===== config.mk =====
export PLATFORM = sky130hd
export DESIGN_NAME = line_segment_clipper
export DESIGN_NICKNAME = d
export VERILOG_FILES = /design/src/rtl/core/lsc_pkg.sv /design/src/rtl/core/lsc_front.sv /design/src/rtl/core/lsc_fifo.sv /design/src/rtl/core/lsc_div.sv /design/src/rtl/core/lsc_back.sv /design/src/rtl/core/line_segment_clipper.sv
export SDC_FILE = /design/constraint.sdc
export NUM_CORES = 2
export LEC_CHECK = 0
export BUFFER_PORTS_ARGS = -buffer_cell sky130_fd_sc_hd__buf_2
export CORE_UTILIZATION = 30
export DETAILED_ROUTE_END_ITERATION = 10
export PLACE_DENSITY = 0.51
export SLEW_MARGIN = 15
export SYNTH_ARGS = -nofsm -noshare
export SYNTH_HDL_FRONTEND = slang
export SYNTH_HIERARCHICAL = 1
export SYNTH_SLANG_ARGS = --single-unit

===== constraint.sdc =====
create_clock -name i_clk -period 15.25 [get_ports i_clk]
set_input_delay 0.7625 -clock i_clk [delete_from_list [all_inputs] [get_ports i_clk]]
set_output_delay 0.7625 -clock i_clk [all_outputs]
set_load 0.1 [all_outputs]

===== src/rtl/core/lsc_pkg.sv =====
// Shared types, constants and helper functions for the line segment clipper.
// No dependencies; every other file in rtl/core uses it.
`default_nettype none
package lsc_pkg;

    localparam int COORD_WIDTH    = 16;
    localparam int FRACTION_BITS  = 4;
    localparam int DIFF_W         = COORD_WIDTH + 1;
    localparam int MAG_W          = COORD_WIDTH;
    localparam int PROD_W         = 2 * COORD_WIDTH;
    localparam int SUM_W          = PROD_W + 2;
    localparam int DIV_CNT_W      = $clog2(PROD_W);
    localparam int MAX_CLIP_STEPS = 4;
    localparam int STEP_W         = $clog2(MAX_CLIP_STEPS + 1);
    localparam int FIFO_DEPTH     = 2;
    localparam int FIFO_AW        = $clog2(FIFO_DEPTH);
    localparam int CFG_IDX_W      = 2;

    typedef logic signed [COORD_WIDTH-1:0] t_coord;
    typedef logic signed [DIFF_W-1:0]      t_diff;
    typedef logic        [MAG_W-1:0]       t_mag;
    typedef logic        [3:0]             t_code;

    localparam t_code CODE_LEFT   = 4'b0001;
    localparam t_code CODE_RIGHT  = 4'b0010;
    localparam t_code CODE_BOTTOM = 4'b0100;
    localparam t_code CODE_TOP    = 4'b1000;

    localparam t_coord WIN_LO_RESET = t_coord'(-(100 * (1 << FRACTION_BITS)));
    localparam t_coord WIN_HI_RESET = t_coord'(100 * (1 << FRACTION_BITS));

    typedef enum logic [CFG_IDX_W-1:0] {
        CFG_LEFT   = 2'd0,
        CFG_BOTTOM = 2'd1,
        CFG_RIGHT  = 2'd2,
        CFG_TOP    = 2'd3
    } t_cfg_idx;

    typedef struct packed {
        t_coord left;
        t_coord bottom;
        t_coord right;
        t_coord top;
    } t_win;

    typedef struct packed {
        t_coord x0;
        t_coord y0;
        t_coord x1;
        t_coord y1;
        t_code  c0;
        t_code  c1;
    } t_seg;

    typedef struct packed {
        logic push;
        logic full;
    } t_push;

    typedef struct packed {
        logic pop;
        logic empty;
    } t_pop;

    function automatic t_code outcode(t_coord x, t_coord y, t_win w);
        t_code c;
        c = '0;
        if (x < w.left) begin
            c = c | CODE_LEFT;
        end else if (x > w.right) begin
            c = c | CODE_RIGHT;
        end
        if (y < w.bottom) begin
            c = c | CODE_BOTTOM;
        end else if (y > w.top) begin
            c = c | CODE_TOP;
        end
        return c;
    endfunction

    function automatic t_diff sub(t_coord a, t_coord b);
        t_diff ea;
        t_diff eb;
        ea = {a[COORD_WIDTH-1], a};
        eb = {b[COORD_WIDTH-1], b};
        return ea - eb;
    endfunction

    function automatic t_mag mag(t_diff v);
        t_diff nv;
        nv = -v;
        return v[DIFF_W-1] ? nv[MAG_W-1:0] : v[MAG_W-1:0];
    endfunction

endpackage
`default_nettype wire


===== src/rtl/core/lsc_front.sv =====
// Front end: takes input words and computes the initial region codes.
// Depends on lsc_pkg.
`default_nettype none
module lsc_front (
    input  wire            i_valid,
    output logic           o_stall,
    input  lsc_pkg::t_coord i_start_x,
    input  lsc_pkg::t_coord i_start_y,
    input  lsc_pkg::t_coord i_end_x,
    input  lsc_pkg::t_coord i_end_y,
    input  lsc_pkg::t_win  i_win,
    input  logic           i_full,
    output lsc_pkg::t_push o_push,
    output lsc_pkg::t_seg  o_seg
);

    always_comb begin
        o_stall     = i_full;
        o_push.push = i_valid && !i_full;
        o_push.full = i_full;
        o_seg.x0    = i_start_x;
        o_seg.y0    = i_start_y;
        o_seg.x1    = i_end_x;
        o_seg.y1    = i_end_y;
        o_seg.c0    = lsc_pkg::outcode(i_start_x, i_start_y, i_win);
        o_seg.c1    = lsc_pkg::outcode(i_end_x, i_end_y, i_win);
    end

endmodule
`default_nettype wire


===== src/rtl/core/lsc_fifo.sv =====
// Short queue of classified segments between front and back ends.
// Depends on lsc_pkg.
`default_nettype none
module lsc_fifo (
    input  wire            i_clk,
    input  wire            i_rst_n,
    input  lsc_pkg::t_push i_push,
    input  lsc_pkg::t_seg  i_seg,
    output logic           o_full,
    input  lsc_pkg::t_pop  i_pop,
    output logic           o_empty,
    output lsc_pkg::t_seg  o_seg
);

    lsc_pkg::t_seg                r_mem [lsc_pkg::FIFO_DEPTH];
    logic [lsc_pkg::FIFO_AW-1:0]  r_wp, n_wp;
    logic [lsc_pkg::FIFO_AW-1:0]  r_rp, n_rp;
    logic [lsc_pkg::FIFO_AW:0]    r_cnt, n_cnt;

    always_comb begin
        o_full  = (r_cnt == (lsc_pkg::FIFO_AW+1)'(lsc_pkg::FIFO_DEPTH));
        o_empty = (r_cnt == '0);
        o_seg   = r_mem[r_rp];
        n_wp    = r_wp;
        n_rp    = r_rp;
        n_cnt   = r_cnt;
        if (i_push.push) begin
            n_wp = r_wp + 1'b1;
        end
        if (i_pop.pop) begin
            n_rp = r_rp + 1'b1;
        end
        if (i_push.push && !i_pop.pop) begin
            n_cnt = r_cnt + 1'b1;
        end else if (!i_push.push && i_pop.pop) begin
            n_cnt = r_cnt - 1'b1;
        end
    end

    always_ff @(posedge i_clk) begin
        if (i_push.push) begin
            r_mem[r_wp] <= i_seg;
        end
    end

    always_ff @(posedge i_clk) begin
        if (!i_rst_n) begin
            r_wp  <= '0;
            r_rp  <= '0;
            r_cnt <= '0;
        end else begin
            r_wp  <= n_wp;
            r_rp  <= n_rp;
            r_cnt <= n_cnt;
        end
    end

endmodule
`default_nettype wire


===== src/rtl/core/lsc_div.sv =====
// Restoring bit-serial divider, one quotient bit per cycle.
// Depends on lsc_pkg.
`default_nettype none
module lsc_div (
    input  wire                         i_clk,
    input  wire                         i_rst_n,
    input  logic                        i_start,
    input  logic [lsc_pkg::PROD_W-1:0]  i_dividend,
    input  lsc_pkg::t_mag               i_divisor,
    output logic                        o_done,
    output logic [lsc_pkg::PROD_W-1:0]  o_quot
);

    logic                           r_busy;
    logic                           r_done;
    logic [lsc_pkg::DIV_CNT_W-1:0]  r_cnt;
    logic [lsc_pkg::PROD_W-1:0]     r_dq;
    lsc_pkg::t_mag                  r_rem;
    lsc_pkg::t_mag                  r_dsr;
    logic [lsc_pkg::MAG_W:0]        rem_sh;
    logic [lsc_pkg::MAG_W:0]        rem_sub;
    logic                           take;

    always_comb begin
        rem_sh  = {r_rem, r_dq[lsc_pkg::PROD_W-1]};
        rem_sub = rem_sh - {1'b0, r_dsr};
        take    = (rem_sh >= {1'b0, r_dsr});
        o_done  = r_done;
        o_quot  = r_dq;
    end

    always_ff @(posedge i_clk) begin
        if (i_start) begin
            r_dq  <= i_dividend;
            r_rem <= '0;
            r_dsr <= i_divisor;
        end else if (r_busy) begin
            r_dq  <= {r_dq[lsc_pkg::PROD_W-2:0], take};
            r_rem <= take ? rem_sub[lsc_pkg::MAG_W-1:0] : rem_sh[lsc_pkg::MAG_W-1:0];
        end
    end

    always_ff @(posedge i_clk) begin
        if (!i_rst_n) begin
            r_busy <= 1'b0;
            r_done <= 1'b0;
            r_cnt  <= '0;
        end else begin
            r_done <= 1'b0;
            if (i_start) begin
                r_busy <= 1'b1;
                r_cnt  <= lsc_pkg::DIV_CNT_W'(lsc_pkg::PROD_W - 1);
            end else if (r_busy) begin
                r_cnt <= r_cnt - 1'b1;
                if (r_cnt == '0) begin
                    r_busy <= 1'b0;
                    r_done <= 1'b1;
                end
            end
        end
    end

endmodule
`default_nettype wire


===== src/rtl/core/lsc_back.sv =====
// Back end: clip-step sequencer with multiplier, divider and output register.
// Depends on lsc_pkg and lsc_div.
`default_nettype none
module lsc_back (
    input  wire            i_clk,
    input  wire            i_rst_n,
    input  lsc_pkg::t_win  i_win,
    input  logic           i_empty,
    input  lsc_pkg::t_seg  i_seg,
    output lsc_pkg::t_pop  o_pop,
    output logic           o_valid,
    input  wire            i_stall,
    output logic           o_accepted,
    output lsc_pkg::t_coord o_clip_start_x,
    output lsc_pkg::t_coord o_clip_start_y,
    output lsc_pkg::t_coord o_clip_end_x,
    output lsc_pkg::t_coord o_clip_end_y
);

    typedef enum logic [5:0] {
        ST_IDLE = 6'b000001,
        ST_TEST = 6'b000010,
        ST_MUL  = 6'b000100,
        ST_DIVS = 6'b001000,
        ST_DIVW = 6'b010000,
        ST_UPD  = 6'b100000
    } t_state;

    t_state                         r_state, n_state;
    lsc_pkg::t_seg                  r_seg;
    logic [lsc_pkg::STEP_W-1:0]     r_step;
    lsc_pkg::t_mag                  r_ua, r_ub, r_ud;
    logic                           r_neg;
    logic                           r_ymove;
    lsc_pkg::t_coord                r_base, r_fixed;
    logic [lsc_pkg::PROD_W-1:0]     r_prod, r_q;
    logic                           r_ovalid, r_acc;
    lsc_pkg::t_coord                r_ox0, r_oy0, r_ox1, r_oy1;

    lsc_pkg::t_code                 co, or_c, and_c;
    lsc_pkg::t_diff                 da, db, dd;
    lsc_pkg::t_coord                base, fixed;
    logic                           ymove;
    logic                           finish;
    logic                           out_free;
    logic                           div_done;
    logic [lsc_pkg::PROD_W-1:0]     div_q;
    logic signed [lsc_pkg::SUM_W-1:0] sum, base_ext, q_ext;
    lsc_pkg::t_coord                res, nx, ny;
    logic signed [lsc_pkg::SUM_W-1:0] hi_lim, lo_lim;

    lsc_div u_div (
        .i_clk      (i_clk),
        .i_rst_n    (i_rst_n),
        .i_start    (r_state == ST_DIVS),
        .i_dividend (r_prod),
        .i_divisor  (r_ud),
        .o_done     (div_done),
        .o_quot     (div_q)
    );

    always_comb begin
        or_c     = r_seg.c0 | r_seg.c1;
        and_c    = r_seg.c0 & r_seg.c1;
        co       = (r_seg.c0 != '0) ? r_seg.c0 : r_seg.c1;
        finish   = (or_c == '0) || (and_c != '0)
                   || (r_step == lsc_pkg::STEP_W'(lsc_pkg::MAX_CLIP_STEPS));
        out_free = !r_ovalid || !i_stall;
        priority if ((co & lsc_pkg::CODE_TOP) != '0) begin
            da = lsc_pkg::sub(r_seg.x1, r_seg.x0);
            db = lsc_pkg::sub(i_win.top, r_seg.y0);
            dd = lsc_pkg::sub(r_seg.y1, r_seg.y0);
            base = r_seg.x0; fixed = i_win.top; ymove = 1'b0;
        end else if ((co & lsc_pkg::CODE_BOTTOM) != '0) begin
            da = lsc_pkg::sub(r_seg.x1, r_seg.x0);
            db = lsc_pkg::sub(i_win.bottom, r_seg.y0);
            dd = lsc_pkg::sub(r_seg.y1, r_seg.y0);
            base = r_seg.x0; fixed = i_win.bottom; ymove = 1'b0;
        end else if ((co & lsc_pkg::CODE_RIGHT) != '0) begin
            da = lsc_pkg::sub(r_seg.y1, r_seg.y0);
            db = lsc_pkg::sub(i_win.right, r_seg.x0);
            dd = lsc_pkg::sub(r_seg.x1, r_seg.x0);
            base = r_seg.y0; fixed = i_win.right; ymove = 1'b1;
        end else begin
            da = lsc_pkg::sub(r_seg.y1, r_seg.y0);
            db = lsc_pkg::sub(i_win.left, r_seg.x0);
            dd = lsc_pkg::sub(r_seg.x1, r_seg.x0);
            base = r_seg.y0; fixed = i_win.left; ymove = 1'b1;
        end

        base_ext = lsc_pkg::SUM_W'(r_base);
        q_ext    = {2'b00, r_q};
        sum      = r_neg ? base_ext - q_ext : base_ext + q_ext;
        hi_lim   = lsc_pkg::SUM_W'(lsc_pkg::t_coord'({1'b0, {(lsc_pkg::COORD_WIDTH-1){1'b1}}}));
        lo_lim   = lsc_pkg::SUM_W'(lsc_pkg::t_coord'({1'b1, {(lsc_pkg::COORD_WIDTH-1){1'b0}}}));
        if (sum > hi_lim) begin
            res = hi_lim[lsc_pkg::COORD_WIDTH-1:0];
        end else if (sum < lo_lim) begin
            res = lo_lim[lsc_pkg::COORD_WIDTH-1:0];
        end else begin
            res = sum[lsc_pkg::COORD_WIDTH-1:0];
        end
        nx = r_ymove ? r_fixed : res;
        ny = r_ymove ? res : r_fixed;

        o_pop.pop   = (r_state == ST_IDLE) && !i_empty;
        o_pop.empty = i_empty;

        n_state = r_state;
        unique case (r_state)
            ST_IDLE: if (!i_empty) n_state = ST_TEST;
            ST_TEST: begin
                if (finish) begin
                    if (out_free) n_state = ST_IDLE;
                end else begin
                    n_state = ST_MUL;
                end
            end
            ST_MUL:  n_state = (r_ud == '0) ? ST_UPD : ST_DIVS;
            ST_DIVS: n_state = ST_DIVW;
            ST_DIVW: if (div_done) n_state = ST_UPD;
            ST_UPD:  n_state = ST_TEST;
            default: n_state = ST_IDLE;
        endcase

        o_valid        = r_ovalid;
        o_accepted     = r_acc;
        o_clip_start_x = r_ox0;
        o_clip_start_y = r_oy0;
        o_clip_end_x   = r_ox1;
        o_clip_end_y   = r_oy1;
    end

    always_ff @(posedge i_clk) begin
        unique case (r_state)
            ST_IDLE: begin
                r_seg  <= i_seg;
                r_step <= '0;
            end
            ST_TEST: begin
                r_ua    <= lsc_pkg::mag(da);
                r_ub    <= lsc_pkg::mag(db);
                r_ud    <= lsc_pkg::mag(dd);
                r_neg   <= da[lsc_pkg::DIFF_W-1] ^ db[lsc_pkg::DIFF_W-1] ^ dd[lsc_pkg::DIFF_W-1];
                r_base  <= base;
                r_fixed <= fixed;
                r_ymove <= ymove;
                if (finish && out_free) begin
                    r_acc <= (or_c == '0);
                    r_ox0 <= r_seg.x0;
                    r_oy0 <= r_seg.y0;
                    r_ox1 <= r_seg.x1;
                    r_oy1 <= r_seg.y1;
                end
            end
            ST_MUL: begin
                r_prod <= lsc_pkg::PROD_W'(r_ua) * lsc_pkg::PROD_W'(r_ub);
                r_q    <= '0;
            end
            ST_DIVS: begin
            end
            ST_DIVW: begin
                if (div_done) r_q <= div_q;
            end
            ST_UPD: begin
                r_step <= r_step + 1'b1;
                if (r_seg.c0 != '0) begin
                    r_seg.x0 <= nx;
                    r_seg.y0 <= ny;
                    r_seg.c0 <= lsc_pkg::outcode(nx, ny, i_win);
                end else begin
                    r_seg.x1 <= nx;
                    r_seg.y1 <= ny;
                    r_seg.c1 <= lsc_pkg::outcode(nx, ny, i_win);
                end
            end
            default: begin
            end
        endcase
    end

    always_ff @(posedge i_clk) begin
        if (!i_rst_n) begin
            r_state  <= ST_IDLE;
            r_ovalid <= 1'b0;
        end else begin
            r_state <= n_state;
            if (r_state == ST_TEST && finish && out_free) begin
                r_ovalid <= 1'b1;
            end else if (!i_stall) begin
                r_ovalid <= 1'b0;
            end
        end
    end

endmodule
`default_nettype wire


===== src/rtl/core/line_segment_clipper.sv =====
// Cohen-Sutherland line clipper against a window held in four registers.
// Each word passes the front end, the queue, the IDLE and TEST states of the back
// end and the output register; each clip step (at most four) adds MUL, the
// bit-serial divider unless the denominator is zero, and UPD. The two-entry queue
// and output register let input and output stall apart. Synchronous active-low
// reset sets the window to +/-100.0 and empties the queue and output register.
`default_nettype none
module line_segment_clipper (
    input  wire                             i_clk,
    input  wire                             i_rst_n,
    input  wire                             i_valid,
    output logic                            o_stall,
    input  wire  [lsc_pkg::COORD_WIDTH-1:0] i_start_x,
    input  wire  [lsc_pkg::COORD_WIDTH-1:0] i_start_y,
    input  wire  [lsc_pkg::COORD_WIDTH-1:0] i_end_x,
    input  wire  [lsc_pkg::COORD_WIDTH-1:0] i_end_y,
    output logic                            o_valid,
    input  wire                             i_stall,
    output logic                            o_accepted,
    output logic [lsc_pkg::COORD_WIDTH-1:0] o_clip_start_x,
    output logic [lsc_pkg::COORD_WIDTH-1:0] o_clip_start_y,
    output logic [lsc_pkg::COORD_WIDTH-1:0] o_clip_end_x,
    output logic [lsc_pkg::COORD_WIDTH-1:0] o_clip_end_y,
    input  wire                             i_cfg_we,
    input  wire  [lsc_pkg::CFG_IDX_W-1:0]   i_cfg_idx,
    input  wire  [lsc_pkg::COORD_WIDTH-1:0] i_cfg_data
);

    lsc_pkg::t_win   r_win;
    lsc_pkg::t_push  push;
    lsc_pkg::t_pop   pop;
    lsc_pkg::t_seg   seg_in, seg_out;
    logic            full, empty;
    lsc_pkg::t_coord csx, csy, cex, cey;

    always_ff @(posedge i_clk) begin
        if (!i_rst_n) begin
            r_win.left   <= lsc_pkg::WIN_LO_RESET;
            r_win.bottom <= lsc_pkg::WIN_LO_RESET;
            r_win.right  <= lsc_pkg::WIN_HI_RESET;
            r_win.top    <= lsc_pkg::WIN_HI_RESET;
        end else if (i_cfg_we) begin
            unique case (lsc_pkg::t_cfg_idx'(i_cfg_idx))
                lsc_pkg::CFG_LEFT:   r_win.left   <= i_cfg_data;
                lsc_pkg::CFG_BOTTOM: r_win.bottom <= i_cfg_data;
                lsc_pkg::CFG_RIGHT:  r_win.right  <= i_cfg_data;
                lsc_pkg::CFG_TOP:    r_win.top    <= i_cfg_data;
                default: begin
                end
            endcase
        end
    end

    lsc_front u_front (
        .i_valid   (i_valid),
        .o_stall   (o_stall),
        .i_start_x (i_start_x),
        .i_start_y (i_start_y),
        .i_end_x   (i_end_x),
        .i_end_y   (i_end_y),
        .i_win     (r_win),
        .i_full    (full),
        .o_push    (push),
        .o_seg     (seg_in)
    );

    lsc_fifo u_fifo (
        .i_clk   (i_clk),
        .i_rst_n (i_rst_n),
        .i_push  (push),
        .i_seg   (seg_in),
        .o_full  (full),
        .i_pop   (pop),
        .o_empty (empty),
        .o_seg   (seg_out)
    );

    lsc_back u_back (
        .i_clk          (i_clk),
        .i_rst_n        (i_rst_n),
        .i_win          (r_win),
        .i_empty        (empty),
        .i_seg          (seg_out),
        .o_pop          (pop),
        .o_valid        (o_valid),
        .i_stall        (i_stall),
        .o_accepted     (o_accepted),
        .o_clip_start_x (csx),
        .o_clip_start_y (csy),
        .o_clip_end_x   (cex),
        .o_clip_end_y   (cey)
    );

    assign o_clip_start_x = csx;
    assign o_clip_start_y = csy;
    assign o_clip_end_x   = cex;
    assign o_clip_end_y   = cey;

endmodule
`default_nettype wire


==> metrics <==
Arr. time, crit path=about 8.9 ns; Crit. End Element=flip-flop; ratio of cells with drive above 1 in the final layout=approximately an eighth; die area=around 0.15 mm^2; Worst-Margin Slew=roughly 1.2 ns; number of setup violations in the final report=0; Syn Nets=roughly 5,100; Via density=about 5; outcome=completed; DRT Pass-1 Iters=5; Routed Wire Length=142.5 mm; Final period util=roughly 56%; Final TNS setup=0 ns; clock slew at reported path FFs=around 0.060 ns; GPL Wtd Cong=between 0.9 and 1; DRC viols=0; Final ANT Viol Nets=0; max incr delay on CP=about 0.74 ns; worst clock skew=about 0.036 ns; CP Data Required Time=between 15 and 20 ns; Max-Cap Viols=0; Area Overhead vs Synth=10.30%; Die W=roughly 390 um; io pins=between 150 and 200; WP buf/inv=0; Clock Tree Buf Depth=3; Total GRT Usage=a little under a fifth; total number of vias=around 33,000; total CTS buffers=between 60 and 70; H-tree level count=3; initial drt markers=~2,500; Setup CP Type=flip-flop to flip-flop; CP top delay family=simple AND/OR/NAND/NOR gates; average wire per standard cell=roughly 22 um; CTS Root Cell=clkbuf_16; diodes inserted=0; fin crit period=roughly 8.5 ns; Clock Sinks=577; Mapped Area=0.04459 mm^2; first-pass GRT wire length=207.8 mm; Remaining Overflow, GRT=0; Core Area=approximately 0.15 mm^2; Max Slew Vio Count=0; relative slew slack=between 10% and 20%; largest net degree at the start of global routing=72; clk_lat worst skew=between 0.6 and 0.7 ns; synthesized area per cell=between 10 and 15 um^2; Cells after Synth=around 4,400; Post-layout nets=between 5,000 and 6,000; CTS tree=yes; Port-buffer cells=around 150; Post-CTS Hold Buffers=0; number of global-route vias before repair=32,060; Max Clk Rate=117.2 MHz; Cell Rows=about 140; Tightest Hold Check Type=input port to flip-flop; initial antenna violation count=6; hpwl dp=between 100 and 150 mm; RSZ-0062 raised after global routing=false; Final Hold Viols=0; CP max-delay cell=nor3_2; Chip Height=between 300 and 400 um; initial core utilization=slightly above 30%; Synth Warn #=6; CP Max Fanout=19; Resized Gates After CTS=0; total setup buffers inserted after CTS=0; CP startpoint kind=flip-flop
==> metrics by stage <==
stage	hold WS [ns]	setup WS (ns)	area, um^2	instances	utilization (%)
after floorplan	0.4264	4.168	44590	4376	-
after detailed placement	0.4388	6.935	46960	6298	31.80
final	0.3487	6.719	49190	6421	33.31
after global placement	0.4356	7.071	46960	6298	31.80
after CTS	0.3214	6.937	49190	6421	33.31
after global routing	0.3376	6.314	49190	6421	33.31
==> layer usage <==
layer	track usage, %	routed length [um]	share of wire (%)
met1	24.71	63540	45
met2	30.75	67300	47
met3	2.274	6366	4.5
met4	6.717	5328	3.7
met5	0	0	0
==> layout make-up <==
cell class | count | area [um^2]
clock inverters | 32 | 287.8
fillers | 14980 | 98480
well taps | 1930 | 2415
inverters | 471 | 1768
flip-flops and latches | 577 | 16340
repair buffers | 195 | 1084
clock buffers | 91 | 1944
multi-input cells | 3125 | 25350
==> worst paths after layout <==
path | from | end | slack, ns | cells past startpoint
setup / recovery | u_back/r_q[12] | u_back/r_seg[6] | 6.72 | 26
hold / removal | i_start_y[0] | u_fifo/r_mem[0][40] | 0.35 | 1
setup reg to reg | u_back/r_q[12] | u_back/r_seg[6] | 6.72 | 26
hold reg to reg | u_back/r_ud[0] | u_back/u_div/r_dsr[0] | 0.45 | 0
==> cells in the final DEF, fill, tap and decap left out, types with 44 or more instances in the layout <==
cell type / instances
a21o_1: 79
a21oi_1: 200
and2_1: 131
buf_2: 152
clkbuf_16: 73
dfxtp_1: 98
edfxtp_1: 478
fa_1: 201
ha_1: 428
inv_1: 468
mux2_2: 129
mux2i_1: 108
nand2_1: 446
nand3_1: 44
nor2_1: 231
nor2b_1: 71
nor3_1: 61
o21ai_0: 160
xnor2_1: 137
xor2_1: 67
==> sequential cells by signal (all words and copies together), names as in the netlist, 32 cells and up, named ones only <==
signal / cells
u_back/r_q: 32
r_win: 64
u_fifo/r_mem: 144
u_back/u_div/o_quot: 32
u_back/r_prod: 32
u_back/r_seg: 72
Power is left out: the tool's default activity adds up to more than one toggle a clock period on the data nets, which glitch-free logic cannot reach.
